**src/design/dfsd_pkg.sv**
```systemverilog
// Shared types and constants of the delta frame stream decoder.
package dfsd_pkg;

    localparam int ADDR_W    = 16;
    localparam int CNT_W     = 15;
    localparam int Q_DEPTH   = 4;
    localparam int Q_PTR_W   = 2;

    localparam logic [15:0] DICT_BIAS = 16'h2000;

    typedef enum logic [2:0] {
        PH_LOW,
        PH_HIGH,
        PH_LITERAL,
        PH_DICT_LOW,
        PH_DICT_HIGH,
        PH_BANK_SKIP
    } t_phase;

    typedef enum logic [1:0] {
        SEL_BANK_SKIP,
        SEL_END_FRAME,
        SEL_RESERVED,
        SEL_END_ANIM
    } t_ctl_sel;

    typedef enum logic [1:0] {
        CMD_NONE,
        CMD_WRITE,
        CMD_COPY,
        CMD_READ
    } t_cmd_kind;

    typedef enum logic [2:0] {
        ST_TAKEN     = 3'd0,
        ST_END_FRAME = 3'd1,
        ST_END_ANIM  = 3'd2,
        ST_RESERVED  = 3'd3,
        ST_READ_DONE = 3'd4
    } t_status;

    typedef enum logic [2:0] {
        BK_CLEAR,
        BK_IDLE,
        BK_READ,
        BK_COPY_RD,
        BK_COPY_WR
    } t_back_state;

    typedef struct packed {
        t_cmd_kind          kind;
        t_status            status;
        logic [7:0]         data;
        logic [ADDR_W-1:0]  dst;
        logic [ADDR_W-1:0]  src;
        logic [CNT_W-1:0]   count;
        logic [ADDR_W-1:0]  cursor;
    } t_cmd;

    typedef struct packed {
        logic full;
        logic empty;
    } t_q_flags;

    function automatic logic [CNT_W-1:0] run_length(input logic [15:0] word);
        return {1'b0, word[14:1]} + 15'd1;
    endfunction

endpackage

```
**src/design/dfsd_queue.sv**
```systemverilog
// Short queue of buffer operations between the front end and the back end.
module dfsd_queue (
    input  logic               i_clk,
    input  logic               i_rst_n,
    input  logic               i_push,
    input  dfsd_pkg::t_cmd     i_entry,
    input  logic               i_pop,
    output dfsd_pkg::t_cmd     o_head,
    output dfsd_pkg::t_q_flags o_flags
);
    import dfsd_pkg::*;

    t_cmd                r_slots [Q_DEPTH];
    logic [Q_PTR_W-1:0]  r_wr_ptr, n_wr_ptr;
    logic [Q_PTR_W-1:0]  r_rd_ptr, n_rd_ptr;
    logic [Q_PTR_W:0]    r_count, n_count;

    always_ff @(posedge i_clk) begin
        if (!i_rst_n) begin
            r_wr_ptr <= '0;
            r_rd_ptr <= '0;
            r_count  <= '0;
        end else begin
            r_wr_ptr <= n_wr_ptr;
            r_rd_ptr <= n_rd_ptr;
            r_count  <= n_count;
        end
    end

    always_ff @(posedge i_clk) begin
        if (i_push) begin
            r_slots[r_wr_ptr] <= i_entry;
        end
    end

    always_comb begin
        n_wr_ptr = r_wr_ptr;
        n_rd_ptr = r_rd_ptr;
        n_count  = r_count;
        if (i_push) begin
            n_wr_ptr = r_wr_ptr + 1'b1;
        end
        if (i_pop) begin
            n_rd_ptr = r_rd_ptr + 1'b1;
        end
        if (i_push && !i_pop) begin
            n_count = r_count + 1'b1;
        end else if (!i_push && i_pop) begin
            n_count = r_count - 1'b1;
        end
    end

    assign o_head        = r_slots[r_rd_ptr];
    assign o_flags.full  = (r_count == (Q_PTR_W + 1)'(Q_DEPTH));
    assign o_flags.empty = (r_count == '0);

endmodule

```
**config.mk**
```make
export PLATFORM = sky130hd
export DESIGN_NAME = dfsd_queue
export DESIGN_NICKNAME = d
export VERILOG_FILES = /design/src/design/dfsd_pkg.sv /design/src/design/dfsd_queue.sv
export SDC_FILE = /design/constraint.sdc
export NUM_CORES = 1
export LEC_CHECK = 0
export BUFFER_PORTS_ARGS = -buffer_cell sky130_fd_sc_hd__buf_4
export CAP_MARGIN = 20
export CORE_AREA = 2 2 184 186
export DETAILED_ROUTE_END_ITERATION = 10
export DIE_AREA = 0 0 186 188
export PLACE_DENSITY = 0.61
export SLEW_MARGIN = 20
export SYNTH_ARGS = -nofsm -noshare
export SYNTH_HDL_FRONTEND = slang
export SYNTH_SLANG_ARGS = --single-unit
```
**constraint.sdc**
```tcl
create_clock -name i_clk -period 5.1 [get_ports i_clk]
set_clock_uncertainty 0.1 [all_clocks]
set_input_delay 1.53 -clock i_clk [delete_from_list [all_inputs] [get_ports i_clk]]
set_output_delay 1.53 -clock i_clk [all_outputs]
set_load 0.01 [all_outputs]
```
==> metrics.txt, run 1 <==
Max-Cap Viols=0; Filler cells=2864; final period utilization=around 80%; top post-synthesis cells by area=edfxtp_1 (80%), mux4_2 (15%), dfxtp_1 (1.6%); row cnt=67; die width=around 190 um; final wirelength=~21 mm; Design Area, Final=around 0.014 mm^2; via count=a little over 5000; Critical Path RT=between 3 and 4 ns; Largest stage delay, worst path=0.72 ns; pwr dens=around 400 mW/mm^2; top cell type's share of synthesized area=around four fifths; postcts setup bufs=0; root buffer cell=clkbuf_16; ANT cells=0; Critical Path End Type=output pin; Net Count, Synth=about 530; dpl cell area=roughly 0.013 mm^2; Syn Area/Cell=~26 um^2; dpl cells=around 1000; Initial Util=34.60%; pre-CTS setup slack=1.507 ns; CP startpoint kind=flop; Setup Total Neg Slack=0 ns; crit-path cells=buf_4, mux4_2, buf_4; share of cells above drive strength 1=between 40% and 50%; hold_ws=0.4272 ns; Layout Cells excl Fill=1096; clock share of power=between 30% and 40%; worst-path fanout max=27; hold_buf cts=0; status=finished, final reports clean; htree depth=1; Slew Limit Fails=0; total CTS buffers=31; Residual DRC=0; Area growth, synth to finish=22.76%; core area=0.03311 mm^2; Mapped Area=0.01146 mm^2; CTS clk-pin slew, worst paths=~0.060 ns; wire length per cell=roughly 19 um; Worst-Skew Late Latency=roughly 0.54 ns; Logic pwr share=between 10% and 20%; Max VDD drop=~350 uV; Slowest-stage cell, CP=dfxtp_4; gr usage total=11.95%; most common cell after layout, fill and taps aside=edfxtp_1; Ports=between 150 and 200; register area share after synthesis=around four fifths; initial antenna violation count=0; CTS tree=built; die area=roughly 0.035 mm^2; DR pass1 iterations=4; Pwr Total=between 5 and 6 mW; Layout Nets=roughly 700; DRT antenna net count=0; switching pwr=~1.2 mW; Ys Warns=0; Net Sw Frac=approximately 22%; RSZ-0062 raised after global routing=false; CP arrival=2.45 ns; Initial DRC Count=309; cell taking the most area after synthesis=edfxtp_1; Yosys reg bits=between 300 and 400; via/cell ratio=roughly 4.7; most frequent cells in the layout=edfxtp_1 (304), buf_4 (168), mux4_2 (76), clkbuf_16 (31), clkinv_1 (8); Synth cell types=22; Top cell by count, worst path=buf_4; Clock Path Buffers=3; clock sink count=313; pin slew with the least headroom to its limit=approximately 1 ns; Cells after Synth=440; Crit Path Category=reg2out; Core Util, Final=about 42%; largest net degree at the start of global routing=roughly 60; fin worst setup slack=1.017 ns; Multi-input gate area=0.001972 mm^2; detailed placement HPWL=approximately 13 mm; relative slew slack=between 30% and 40%; Leak=~4.7 nW; Hold Fails Final Rpt=0; Final Critical Period=roughly 4.1 ns; vias in the first global route=roughly 5700; first-pass GRT wire length=32.04 mm; Min-Delay Path Class=reg2reg; FF/Latch Area=0.009316 mm^2; die height=about 190 um; sequential share of power=53.3%; total gr overflow=0; post-CTS resize count=0; # port buffers=between 150 and 200; GPL Wtd Cong=0.6955; endpoints failing setup=0; internal power=4.430 mW; Peak Freq=244.9 MHz
-- worst max-delay path: cells and delay by family (launching register included) --
family,cells,cell delay (ns)
buf+inv,2,0.59
flops,1,0.72
mux,1,0.57
-- routing by layer --
metal	routed length [um]	share of wire [%]	global-route usage (%)
met5	0	0	0
met4	490	2.3	3.028
met3	1380	6.6	3.030
met2	10700	51	20.86
met1	8334	40	14.77
-- cells in the mapped netlist --
master and n:
o21ai_0 1, fa_1 1, nor3b_1 1, xor2_1 3, and2_1 9, buf_1 3, xnor2_1 2, nand2_1 1
nor3_1 1, mux4_2 76, edfxtp_1 304, buf_4 3, dfxtp_1 9, ha_1 5, inv_1 4, or3_1 1
buf_6 1, a21boi_0 1, buf_12 5, buf_2 5, mux2i_1 2, nor2b_1 2
-- worst paths after layout --
kind | startpoint | to | slack, ns | depth (start not counted)
setup / recovery | flop | o_head[23] | 1.02 | 3
hold / removal | r_count[2] | r_count[2] | 0.43 | 2
hold reg to reg | r_count[2] | r_count[2] | 0.43 | 2
setup reg to reg | r_wr_ptr[0] | r_slots[2][74] | 2.91 | 4
-- cell type report --
type                    count  share of cell area (%)
clock buffers              38                   5.703
well taps                 448                   3.986
flip-flops and latches    313                   66.25
multi-input cells         106                   14.02
clock inverters            18                  0.8274
inverters                   4                  0.1068
repair buffers            169                   9.110
-- kinds of logic after synthesis --
group	count (synthesis)	share of synthesized area, %
XOR/XNOR	5	0.3823
adder cells (fa/ha/maj)	6	0.7208
buffers and inverters	21	1.616
AO/OA/AOI/OAI	2	0.1092
multiplexers	78	15.12
AND/OR/NAND/NOR	15	0.7972
flip-flops	313	81.26
-- flip-flops by register name, indices dropped and copies added (netlist names), named ones only --
signal	flops
r_slots	304
r_count	3
r_rd_ptr	2
r_wr_ptr	2
-- power groups by stage --
stage / logic (mW) / registers, mW / clock network [mW]
final: 0.584 / 3.01 / 2.05
after global routing: 0.633 / 3.02 / 2.21
after CTS: 0.602 / 3.01 / 2.12
after detailed placement: 0.600 / 3.07 / 0
after global placement: 0.587 / 3.06 / 0
after floorplan: 0.340 / 3.04 / 0
(Power assumes the default switching activity.)
==> inputs of run 2 (changes only) <==
--- a/config.mk
+++ b/config.mk
@@ -5,12 +5,13 @@
 export SDC_FILE = /design/constraint.sdc
 export NUM_CORES = 1
 export LEC_CHECK = 0
+export ABC_AREA = 1
 export BUFFER_PORTS_ARGS = -buffer_cell sky130_fd_sc_hd__buf_4
 export CAP_MARGIN = 20
-export CORE_AREA = 2 2 184 186
+export CORE_AREA = 2 2 187 189
 export DETAILED_ROUTE_END_ITERATION = 10
-export DIE_AREA = 0 0 186 188
-export PLACE_DENSITY = 0.61
+export DIE_AREA = 0 0 189 191
+export PLACE_DENSITY = 0.63
 export SLEW_MARGIN = 20
 export SYNTH_ARGS = -nofsm -noshare
 export SYNTH_HDL_FRONTEND = slang
==> constraint.sdc (replaced) <==
create_clock -name i_clk -period 3.45 [get_ports i_clk]
set_clock_uncertainty 0.1 [all_clocks]
set_input_delay 1.035 -clock i_clk [delete_from_list [all_inputs] [get_ports i_clk]]
set_output_delay 1.035 -clock i_clk [all_outputs]
set_load 0.01 [all_outputs]
==> metrics.txt, run 2 <==
row cnt=approximately 70; pwr dens=approximately 610 mW/mm^2; Initial Util=a little over a third; worst-path fanout max=between 70 and 80; Mapped Area=roughly 0.012 mm^2; pin slew with the least headroom to its limit=approximately 0.56 ns; CTS tree=built; vias in the first global route=between 7000 and 8000; Largest stage delay, worst path=0.45 ns; Slowest-stage cell, CP=buf_6; wire length per cell=~18 um; Syn Area/Cell=14.93 um^2; Largest register FFs=304; Cells after Synth=a little under 800; fin worst setup slack=about 0.31 ns; Synth cell types=26; Filler cells=a little over 3000; final wirelength=approximately 26 mm; # port buffers=around 160; endpoints failing setup=0; Crit Path Category=reg2out; largest net degree at the start of global routing=77; Largest Register=r_slots; Yosys reg bits=approximately 310; Critical Path End Type=output pin; Max VDD drop=approximately 370 uV; most common cell in the netlist=edfxtp_1; most frequent cells in the layout=edfxtp_1 (304), buf_4 (163), o21ai_0 (154), nor2_1 (141), o22ai_1 (71); htree depth=2; final period utilization=between 90% and 100%; register area share after synthesis=78.63%; FF/Latch Area=about 0.0093 mm^2; via/cell ratio=4.834; gr usage total=14.18%; status=finished, final reports clean; CTS clk-pin slew, worst paths=approximately 0.06 ns; Hold Fails Final Rpt=0; total gr overflow=0; Peak Freq=roughly 320 MHz; commonest cells in the netlist=edfxtp_1 (304), o21ai_0 (154), nor2_1 (141), o22ai_1 (71), nor2_2 (16); ANT cells=0; Ys Warns=0; CP startpoint kind=flop; clock sink count=between 300 and 400; crit-path cells=buf_6, o21ai_0, o22ai_1, buf_4; core area=between 0.03 and 0.04 mm^2; initial antenna violation count=0; detailed placement HPWL=~14 mm; CP arrival=2.00 ns; top_reg_cell synth=edfxtp_1; first-pass GRT wire length=~40 mm; Post-synth ARST share=0%; Residual DRC=0; die height=between 150 and 200 um; GPL Wtd Cong=between 0.6 and 0.7; via count=about 7000; Min-Delay Path Class=reg2reg; Layout Nets=a little over 1000; largest registers=r_slots: 304 flops, r_count: 3 flops; Ports=158; Initial DRC Count=433; die width=~190 um; root buffer cell=clkbuf_16; Leak=slightly above 5 nW; cell taking the most area after synthesis=edfxtp_1; total CTS buffers=34; relative slew slack=a little over three fifths; Slew Limit Fails=0; share of cells above drive strength 1=25.44%; Clock Path Buffers=3; Net Count, Synth=just under 900; Worst-Skew Late Latency=0.49 ns; Critical Path RT=2.31 ns; Multi-input gate area=~0.0021 mm^2; RSZ-0062 raised after global routing=false; Post-synth EDFFs=slightly above 300; top post-synthesis cells by area=edfxtp_1 (77%), o21ai_0 (6.5%), nor2_1 (4.5%); Final Critical Period=3.135 ns; die area=between 0.03 and 0.04 mm^2; most common cell after layout, fill and taps aside=edfxtp_1; Max-Cap Viols=0; pre-CTS setup slack=0.6499 ns; Area growth, synth to finish=22.86%; DR pass1 iterations=4; top cell type's share of synthesized area=between 70% and 80%; DRT antenna net count=0; Setup Total Neg Slack=0 ns
## run 2: cell count changes after synthesis, sizes merged, moves of 11 or more
cell / delta
o21ai: +157
o22ai: +76
inv: +13
nor2: +157
clkbuf: +21
buf: +11
mux4: -76
## run 2: power by group
| group | switching [mW] | internal [mW] | leakage, nW | total [mW] |
|---|---|---|---|---|
| Clock | 1.39 | 2.17 | 0.539 | 3.56 |
| Combinational | 0.513 | 0.346 | 1.63 | 0.859 |
| Sequential | 0.0400 | 4.34 | 2.87 | 4.38 |
| Total | 1.94 | 6.87 | 5.04 | 8.81 |
## run 2: area by class of cell
class,instances,share of cell area [%]
clock buffer,45,6.572
clock inverter,14,1.032
inverter,17,0.5247
multi-input combinational,414,14.33
sequential,313,64.03
tap,455,3.914
timing repair buffer,172,9.591
## run 2: final timing paths
check	start	end	slack, ns	cells after the start
worst max-delay path	flop	o_head[9]	0.31	4
worst min-delay path	r_rd_ptr[1]	flop	0.34	1
worst max register to register	r_wr_ptr[0]	r_slots[3][47]	1.64	4
worst min register to register	r_rd_ptr[1]	flop	0.34	1
## run 2: cell families after synthesis
kind of cell | Yosys count | share of synthesized area [%]
flops | 313 | 78.63
compound gates | 238 | 11.13
fa+ha+maj | 6 | 0.6975
simple gates | 170 | 5.781
buf+inv | 66 | 3.762
## run 2: critical path: cells and delay by family (launching register included)
kind	cells	cell delay, ns
AOI/OAI and AO/OA	2	0.46
buffers and inverters	2	0.63
DFF	1	0.40
## run 2: through the flow
step / cell area, um^2 / instances / power (mW) / hold slack (ns) / util, %
floorplan: 11840 / 793 / 4.911 / 0.3115 / -
global placement: 13440 / 1371 / 5.321 / 0.3280 / 39.38
detailed placement: 13440 / 1371 / 5.341 / 0.3269 / 39.38
CTS: 14540 / 1430 / 8.925 / 0.3332 / 42.62
global route: 14550 / 1430 / 9.158 / 0.3673 / 42.63
finish: 14550 / 1430 / 8.806 / 0.3353 / 42.63
## run 2: per-layer routing
metal | routed length, um | GRT usage (%) | vias to the layer above
met1 | 11250 | 18.26 | 3384
met5 | 0 | 0 | -
met4 | 512 | 4.087 | 0
met2 | 12530 | 24.25 | 186
met3 | 1464 | 2.919 | 42
li1 | - | - | 3300
## run 2: timing repair
action | 4_1_cts | 5_1_grt
gates resized for setup | 0 | 1
setup endpoints to repair | 0 | 7
hold buffers | 0 | 0
buffers inserted | 0 | 0
