--- config.mk ---
export PLATFORM = sky130hd
export DESIGN_NAME = dfsd_front_flat
export DESIGN_NICKNAME = d
export VERILOG_FILES = /design/src/design/dfsd_pkg.sv /design/src/design/dfsd_in_if.sv /design/src/design/dfsd_front.sv /design/src/flat_wrapper.sv
export SDC_FILE = /design/constraint.sdc
export NUM_CORES = 1
export LEC_CHECK = 0
export BUFFER_PORTS_ARGS = -buffer_cell sky130_fd_sc_hd__buf_2
export CAP_MARGIN = 30
export CORE_ASPECT_RATIO = 1.1
export CORE_MARGIN = 2
export CORE_UTILIZATION = 60
export DETAILED_ROUTE_END_ITERATION = 16
export GPL_TIMING_DRIVEN = 0
export PLACE_DENSITY = 0.86
export SKIP_CTS_REPAIR_TIMING = 1
export SLEW_MARGIN = 20
export SYNTH_ARGS = -nofsm -noshare
export SYNTH_HDL_FRONTEND = slang
export SYNTH_SLANG_ARGS = --single-unit
--- constraint.sdc ---
create_clock -name i_clk -period 7.3 [get_ports i_clk]
set_input_delay 0.365 -clock i_clk [delete_from_list [all_inputs] [get_ports i_clk]]
set_output_delay 0.365 -clock i_clk [all_outputs]
set_load 0.005 [all_outputs]
--- src/design/dfsd_pkg.sv ---
// Shared types and constants of the delta frame stream decoder.
package dfsd_pkg;

    localparam int ADDR_W    = 16;
    localparam int CNT_W     = 15;
    localparam int Q_DEPTH   = 4;
    localparam int Q_PTR_W   = 2;

    localparam logic [15:0] DICT_BIAS = 16'h2000;

    typedef enum logic [2:0] {
        PH_LOW,
        PH_HIGH,
        PH_LITERAL,
        PH_DICT_LOW,
        PH_DICT_HIGH,
        PH_BANK_SKIP
    } t_phase;

    typedef enum logic [1:0] {
        SEL_BANK_SKIP,
        SEL_END_FRAME,
        SEL_RESERVED,
        SEL_END_ANIM
    } t_ctl_sel;

    typedef enum logic [1:0] {
        CMD_NONE,
        CMD_WRITE,
        CMD_COPY,
        CMD_READ
    } t_cmd_kind;

    typedef enum logic [2:0] {
        ST_TAKEN     = 3'd0,
        ST_END_FRAME = 3'd1,
        ST_END_ANIM  = 3'd2,
        ST_RESERVED  = 3'd3,
        ST_READ_DONE = 3'd4
    } t_status;

    typedef enum logic [2:0] {
        BK_CLEAR,
        BK_IDLE,
        BK_READ,
        BK_COPY_RD,
        BK_COPY_WR
    } t_back_state;

    typedef struct packed {
        t_cmd_kind          kind;
        t_status            status;
        logic [7:0]         data;
        logic [ADDR_W-1:0]  dst;
        logic [ADDR_W-1:0]  src;
        logic [CNT_W-1:0]   count;
        logic [ADDR_W-1:0]  cursor;
    } t_cmd;

    typedef struct packed {
        logic full;
        logic empty;
    } t_q_flags;

    function automatic logic [CNT_W-1:0] run_length(input logic [15:0] word);
        return {1'b0, word[14:1]} + 15'd1;
    endfunction

endpackage

--- src/design/dfsd_in_if.sv ---
// Input channel of the decoder: stream bytes and buffer reads.
interface dfsd_in_if;
    logic        valid;
    logic        ready;
    logic        opcode;
    logic [7:0]  stream_byte;
    logic [14:0] read_address;

    modport source (output valid, output opcode, output stream_byte, output read_address,
                    input ready);
    modport sink (input valid, input opcode, input stream_byte, input read_address,
                  output ready);
endinterface

--- src/design/dfsd_front.sv ---
// Front end: accepts transactions, parses the command stream and issues buffer operations.
module dfsd_front #(
    parameter int FRAME_BYTES = 32768
) (
    input  logic            i_clk,
    input  logic            i_rst_n,
    input  logic            i_cfg_wr_en,
    input  logic [15:0]     i_cfg_wr_data,
    input  logic            i_clear_done,
    input  dfsd_pkg::t_q_flags i_q_flags,
    dfsd_in_if.sink         i_chan,
    output logic            o_push,
    output dfsd_pkg::t_cmd  o_entry
);
    import dfsd_pkg::*;

    localparam logic [16:0] ADDR_MASK = 17'(FRAME_BYTES - 1);
    localparam logic [15:0] MASK16    = ADDR_MASK[15:0];

    t_phase            r_phase, n_phase;
    logic [15:0]       r_cmd_word, n_cmd_word;
    logic [CNT_W-1:0]  r_run, n_run;
    logic [7:0]        r_dict_lo, n_dict_lo;
    logic [15:0]       r_pos, n_pos;
    logic [15:0]       r_cursor, n_cursor;

    logic              accept;
    logic [15:0]       word;
    logic [CNT_W-1:0]  len_hi;
    logic [CNT_W-1:0]  len_cw;
    logic [15:0]       pos_inc;
    logic [16:0]       sum_hi, sum_cw, sum_one;
    logic [15:0]       dict_raw;
    t_cmd              cmd;

    assign i_chan.ready = i_clear_done & ~i_q_flags.full;
    assign accept       = i_chan.valid & i_chan.ready;

    assign word     = {i_chan.stream_byte, r_cmd_word[7:0]};
    assign len_hi   = run_length(word);
    assign len_cw   = run_length(r_cmd_word);
    assign pos_inc  = r_pos + 16'd1;
    assign sum_hi   = (17'(r_cursor) + 17'(len_hi)) & ADDR_MASK;
    assign sum_cw   = (17'(r_cursor) + 17'(len_cw)) & ADDR_MASK;
    assign sum_one  = (17'(r_cursor) + 17'd1) & ADDR_MASK;
    assign dict_raw = {i_chan.stream_byte, r_dict_lo} - DICT_BIAS;

    always_ff @(posedge i_clk) begin
        if (!i_rst_n) begin
            r_phase    <= PH_LOW;
            r_cmd_word <= '0;
            r_run      <= '0;
            r_dict_lo  <= '0;
            r_pos      <= '0;
            r_cursor   <= '0;
        end else begin
            r_phase    <= n_phase;
            r_cmd_word <= n_cmd_word;
            r_run      <= n_run;
            r_dict_lo  <= n_dict_lo;
            r_pos      <= n_pos;
            r_cursor   <= n_cursor;
        end
    end

    always_comb begin
        n_phase    = r_phase;
        n_cmd_word = r_cmd_word;
        n_run      = r_run;
        n_dict_lo  = r_dict_lo;
        n_pos      = r_pos;
        n_cursor   = r_cursor;
        cmd        = '0;
        cmd.kind   = CMD_NONE;
        cmd.status = ST_TAKEN;
        if (accept) begin
            if (i_chan.opcode) begin
                cmd.kind   = CMD_READ;
                cmd.status = ST_READ_DONE;
                cmd.src    = 16'(i_chan.read_address) & MASK16;
            end else begin
                n_pos = pos_inc;
                unique case (r_phase)
                    PH_LOW: begin
                        n_cmd_word = {8'h00, i_chan.stream_byte};
                        n_phase    = PH_HIGH;
                    end
                    PH_HIGH: begin
                        n_cmd_word = word;
                        if (word[15]) begin
                            if (word[0]) begin
                                n_cursor = sum_hi[15:0];
                                n_phase  = PH_LOW;
                            end else begin
                                n_phase = PH_DICT_LOW;
                            end
                        end else if (word[0]) begin
                            n_run   = len_hi;
                            n_phase = PH_LITERAL;
                        end else begin
                            unique case (t_ctl_sel'(word[2:1]))
                                SEL_BANK_SKIP: begin
                                    if (r_pos == 16'd0) begin
                                        n_cmd_word = {8'h00, i_chan.stream_byte};
                                        n_phase    = PH_HIGH;
                                    end else if (pos_inc == 16'd0) begin
                                        n_phase = PH_LOW;
                                    end else begin
                                        n_phase = PH_BANK_SKIP;
                                    end
                                end
                                SEL_END_FRAME: begin
                                    n_cursor   = '0;
                                    n_phase    = PH_LOW;
                                    cmd.status = ST_END_FRAME;
                                end
                                SEL_END_ANIM: begin
                                    n_cursor   = '0;
                                    n_phase    = PH_LOW;
                                    cmd.status = ST_END_ANIM;
                                end
                                SEL_RESERVED: begin
                                    n_cursor   = '0;
                                    n_phase    = PH_LOW;
                                    cmd.status = ST_RESERVED;
                                end
                            endcase
                        end
                    end
                    PH_LITERAL: begin
                        cmd.kind = CMD_WRITE;
                        cmd.data = i_chan.stream_byte;
                        cmd.dst  = r_cursor;
                        n_cursor = sum_one[15:0];
                        if (r_run != '0) begin
                            n_run = r_run - 15'd1;
                        end
                        if (r_run <= 15'd1) begin
                            n_phase = PH_LOW;
                        end
                    end
                    PH_DICT_LOW: begin
                        n_dict_lo = i_chan.stream_byte;
                        n_phase   = PH_DICT_HIGH;
                    end
                    PH_DICT_HIGH: begin
                        cmd.kind  = CMD_COPY;
                        cmd.dst   = r_cursor;
                        cmd.src   = dict_raw & MASK16;
                        cmd.count = len_cw;
                        n_cursor  = sum_cw[15:0];
                        n_phase   = PH_LOW;
                    end
                    PH_BANK_SKIP: begin
                        if (pos_inc == 16'd0) begin
                            n_phase = PH_LOW;
                        end
                    end
                    default: begin
                        n_phase = PH_LOW;
                    end
                endcase
            end
        end
        if (i_cfg_wr_en) begin
            n_pos = i_cfg_wr_data;
        end
        cmd.cursor = n_cursor;
    end

    assign o_push  = accept;
    assign o_entry = cmd;

endmodule

--- src/flat_wrapper.sv ---
// flat-port wrapper written by rule: the top's interface ports become plain ports
module dfsd_front_flat import dfsd_pkg::*;
#(
    parameter int FRAME_BYTES = 32768
)
  (i_clk, i_rst_n, i_cfg_wr_en, i_cfg_wr_data, i_clear_done, i_q_flags, o_push, o_entry, i_chan_valid, i_chan_opcode, i_chan_stream_byte, i_chan_read_address, i_chan_ready);
  dfsd_in_if i_chan_i ();
  input  logic i_clk;
  input  logic i_rst_n;
  input  logic i_cfg_wr_en;
  input  logic [15:0] i_cfg_wr_data;
  input  logic i_clear_done;
  input  dfsd_pkg::t_q_flags i_q_flags;
  output logic o_push;
  output dfsd_pkg::t_cmd o_entry;
  input wire logic [$bits(i_chan_i.valid)-1:0] i_chan_valid;
  input wire logic [$bits(i_chan_i.opcode)-1:0] i_chan_opcode;
  input wire logic [$bits(i_chan_i.stream_byte)-1:0] i_chan_stream_byte;
  input wire logic [$bits(i_chan_i.read_address)-1:0] i_chan_read_address;
  output wire logic [$bits(i_chan_i.ready)-1:0] i_chan_ready;
  assign i_chan_i.valid = i_chan_valid;
  assign i_chan_i.opcode = i_chan_opcode;
  assign i_chan_i.stream_byte = i_chan_stream_byte;
  assign i_chan_i.read_address = i_chan_read_address;
  assign i_chan_ready = i_chan_i.ready;
  dfsd_front #(.FRAME_BYTES(FRAME_BYTES)) u_core (.i_clk(i_clk), .i_rst_n(i_rst_n), .i_cfg_wr_en(i_cfg_wr_en), .i_cfg_wr_data(i_cfg_wr_data), .i_clear_done(i_clear_done), .i_q_flags(i_q_flags), .i_chan(i_chan_i), .o_push(o_push), .o_entry(o_entry));
endmodule
==> metrics.md <==
| Metric | Value |
|---|---|
| GRT met1 Usage | 0.464 |
| Slew HR | 0.383 |
| Initial core utilization | 0.615 |
| Setup TNS | 0 ns |
| Layout Nets | 1108 |
| DP HPWL | 16600 um |
| GR Util All Layers | 0.379 |
| Synth Register Bits | 73 |
| Final Util | 0.720 |
| Critical path startpoint | u_core.r_cmd_word[1]$_SDFFE_PN0P_ |
| Fraction of layout cells with a size suffix above 1 | 0.160 |
| R2r endpoint | u_core.r_cursor[12]$_SDFF_PN0_ |
| Largest net degree at the start of global routing | 14 |
| Non-Filler Instances | 1171 |
| Top-count cell post-synth | nor2_1 |
| CTS root buf | clkbuf_16 |
| Area delta synth->final | 17.0% |
| Crit end category | output pin |
| Place WS | 2.19 ns |
| CP peak stage delay | 0.65 ns |
| DR vias/cell | 6.29 |
| Placed Cells incl. Taps | 1154 |
| FP Rows | 39 |
| Die footprint | 11500 sq um |
| I/O pin count | 125 |
| Fmax achieved | 0.175 GHz |
| Hold Crit Class | in -> reg |
| Core area | 10400 sq um |
| Met3 usage | 0.0735 |
| Initial antenna violation count | 0 |
| Critical path's slowest cell | dfxtp_1 |
| Fin. max-slew vios | 0 |
| Clk_skew | 0.00479 ns |
| Register area | 1460 sq um |
| Mapped cell area | 6400 sq um |
| CP top delay family | compound AO/OA/AOI/OAI gates |
| CP arrival | 5.35 ns |
| First-pass GRT wire length | 34100 um |
| Worst-path maximum fanout | 9 |
| # port buffers | 119 |
| CTS tree | yes |
| Reg2reg setup slack | 2.27 ns |
| Lkg Pwr | 3.25 nW |
| Vias | 7362 |
| Synth area leaders | dfxtp_1 23%, ha_1 7.2%, nor2_1 6.7%, a21oi_1 6.0%, nand2_1 4.8% |
| Layout fillers | 870 |
| Sw power | 0.257 mW |
| Pwr Total | 0.975 mW |
| Post-synthesis instance total | 891 |
| Int Power | 0.718 mW |
| Clock latency on the worst-skew pair | 0.34 ns |
| Async set-reset flop share out of synthesis | 0 |
| Buffers & Inverters on Critical Path | 3 |
| Top cells by count, synth | 115 x nor2_1, 81 x nand2_1, 77 x a21oi_1 |
| Synth area leader | dfxtp_1 |
| Die Y | 112 um |
| Period utilization | 0.783 |
| M2 GR Usage | 0.593 |
| Pre-antenna DRT Iters | 5 |
| CTS Buffer Depth | 2 |
| Die Wd | 102 um |
| Total Wirelength | 22000 um |
| Finished Cell Area | 7480 sq um |
| Worst Tran Pin Value | 0.921 ns |
| Comb power frac | 0.108 |
| Post-synthesis sequential area ratio | 0.228 |
| Reg power frac | 0.422 |
| Vias in the first global route | 6706 |
| # DRC | 0 |
| Sw frac | 0.264 |
| Max Cap Viol | 0 |
| Multi-input gate area | 4610 sq um |
| Worst Hold Slack | 0.255 ns |
| Status | finished clean |
| Placed cell area | 7180 sq um |
| Worst R2R Path Depth | 18 |
| Busiest grt layer | met2 |
| Wire per inst | 18.8 um |
| Pwr/cell area | 130 nW/um^2 |
| Hold Vio Cnt, Final | 0 |
| Post-Syn Nets | 977 |
| RSZ-0062 raised after global routing | no |
| DRT iter0 DRCs | 668 |
| Total grt overflow | 0 |
| H-tree depth | 3 |
| Top cell type's share of synthesized area | 0.228 |
| Total CTS buffers | 9 |
| CP Data Required Time | 6.93 ns |
| Post-DRT Antenna Nets | 0 |
| Final GP Congestion | 1.00 |
| Clock power frac | 0.470 |
| Final Worst Setup Slack | 1.58 ns |
| YS warnings | 0 |
| Critical Path End | o_entry[12] |
| Setup violators final | 0 |
| Clock slew at reported path FFs | 0.06 ns |
| Setup Crit Path Kind | reg -> out |
| CP startpoint kind | flip-flop |
| Distinct cells, synth | 74 |
| Post-synth EDFFs | 0 |
| Worst path cell trace | ha_1, nand4_1, nor2_1, nand2_1, xor2_1, nor2_1, ha_1, clkbuf_1, nand4_1, a211oi_1, a211oi_1, a21boi_0, a211oi_2, a221oi_2, a311oi_2, xnor2_1, a222oi_1, inv_1, buf_2 |
| Worst ir drop on vdd | 0.124 mV |
| Syn_area_per_cell | 7.18 sq um |
| Top FF cell, synth | dfxtp_1 |
| WP depth | 19 |
| CTS sink cnt | 73 |
| R2r startpoint | u_core.r_cmd_word[1]$_SDFFE_PN0P_ |
| Period minus WS final | 5.72 ns |
## registers in the layout (all words and copies together), names as in the netlist
signal	cells
u_core.r_pos	16
u_core.r_cursor	16
u_core.r_run	15
u_core.r_dict_lo	8
u_core.r_cmd_word	15
u_core.r_phase	3
## how the worst min path moves through the flow
stage	from	slack (ns)	cells past startpoint	endpoint
5_1_grt	i_cfg_wr_data[8]	0.26	3	u_core.r_pos[8]$_SDFFE_PN0P_
2_1_floorplan	u_core.r_cmd_word[10]$_SDFFE_PN0P_	0.45	2	u_core.r_cmd_word[10]$_SDFFE_PN0P_
6_report	i_cfg_wr_data[1]	0.26	3	u_core.r_pos[1]$_SDFFE_PN0P_
3_5_place_dp	u_core.r_cmd_word[13]$_SDFFE_PN0P_	0.47	2	u_core.r_cmd_word[13]$_SDFFE_PN0P_
3_3_place_gp	u_core.r_cmd_word[13]$_SDFFE_PN0P_	0.47	2	u_core.r_cmd_word[13]$_SDFFE_PN0P_
4_1_cts	i_cfg_wr_data[3]	0.25	3	u_core.r_pos[3]$_SDFFE_PN0P_
## worst reg2reg max path: stages, from the launching register on
cell and delay, ns:
dfxtp_1 0.65, ha_1 0.34, nand4_1 0.21, nor2_1 0.49
nand2_1 0.13, xor2_1 0.23, nor2_1 0.07, ha_1 0.28
clkbuf_1 0.22, nand4_1 0.17, a211oi_1 0.07, a211oi_1 0.38
a21boi_0 0.19, a211oi_2 0.29, a221oi_2 0.06, a311oi_2 0.37
xnor2_1 0.11, a222oi_1 0.53, nor2_1 0.10
## power groups by stage
stage / registers, mW / clock network, mW / logic (mW)
2_1_floorplan: 0.418 / 0 / 0.0618
3_3_place_gp: 0.420 / 0 / 0.0995
3_5_place_dp: 0.420 / 0 / 0.101
4_1_cts: 0.411 / 0.457 / 0.102
5_1_grt: 0.412 / 0.478 / 0.113
6_report: 0.412 / 0.458 / 0.105
## layer usage
metal / vias up / wire (um)
li1: 3460 / -
met1: 3379 / 8300
met2: 407 / 9990
met3: 116 / 2090
met4: 0 / 1630
met5: - / 0
## cell type report
cell class | instances | area share
Buffer | 52 | 0.0281
Clock buffer | 10 | 0.0319
Antenna cell | 1 | 0.000334
Multi-Input combinational cell | 735 | 0.616
Inverter | 31 | 0.0156
Clock inverter | 6 | 0.00870
Tap cell | 143 | 0.0239
Timing Repair Buffer | 120 | 0.0803
Sequential cell | 73 | 0.195
## cell families (layout without fill, tap and decap cells)
group                      after synthesis  count (layout)  synth area share
AOI/OAI and AO/OA                      235             235             0.239
xor gates and xnor gates                61              61            0.0847
adders and majority gates               41              41            0.0818
buffers and inverters                   83             219            0.0511
DFF                                     73              73             0.228
muxes                                   14              14            0.0223
other                                    1               2          0.000586
and+or+nand+nor                        383             383             0.292
## layout by cell type, fill, tap and decap left out, types with 5 or more instances in the layout
| cell | n |
|---|---|
| buf_2 | 122 |
| nor2_1 | 115 |
| nand2_1 | 81 |
| a21oi_1 | 77 |
| dfxtp_1 | 73 |
| o21ai_0 | 51 |
| clkbuf_1 | 46 |
| nand3_1 | 40 |
| ha_1 | 37 |
| and3_1 | 33 |
| xnor2_1 | 33 |
| nor3_1 | 32 |
| inv_1 | 31 |
| xor2_1 | 27 |
| and2_1 | 25 |
| a22o_1 | 19 |
| mux2i_1 | 12 |
| nand4_1 | 11 |
| a211oi_1 | 10 |
| a21o_1 | 10 |
| o22ai_1 | 9 |
| clkbuf_16 | 9 |
| nand2b_1 | 6 |
| o21a_1 | 6 |
| nor4_1 | 6 |
| or3_1 | 6 |
| a22oi_1 | 6 |
| or2_2 | 5 |
| a31oi_1 | 5 |
| o211ai_1 | 5 |
Note: power is estimated with default switching activity, not from simulation.
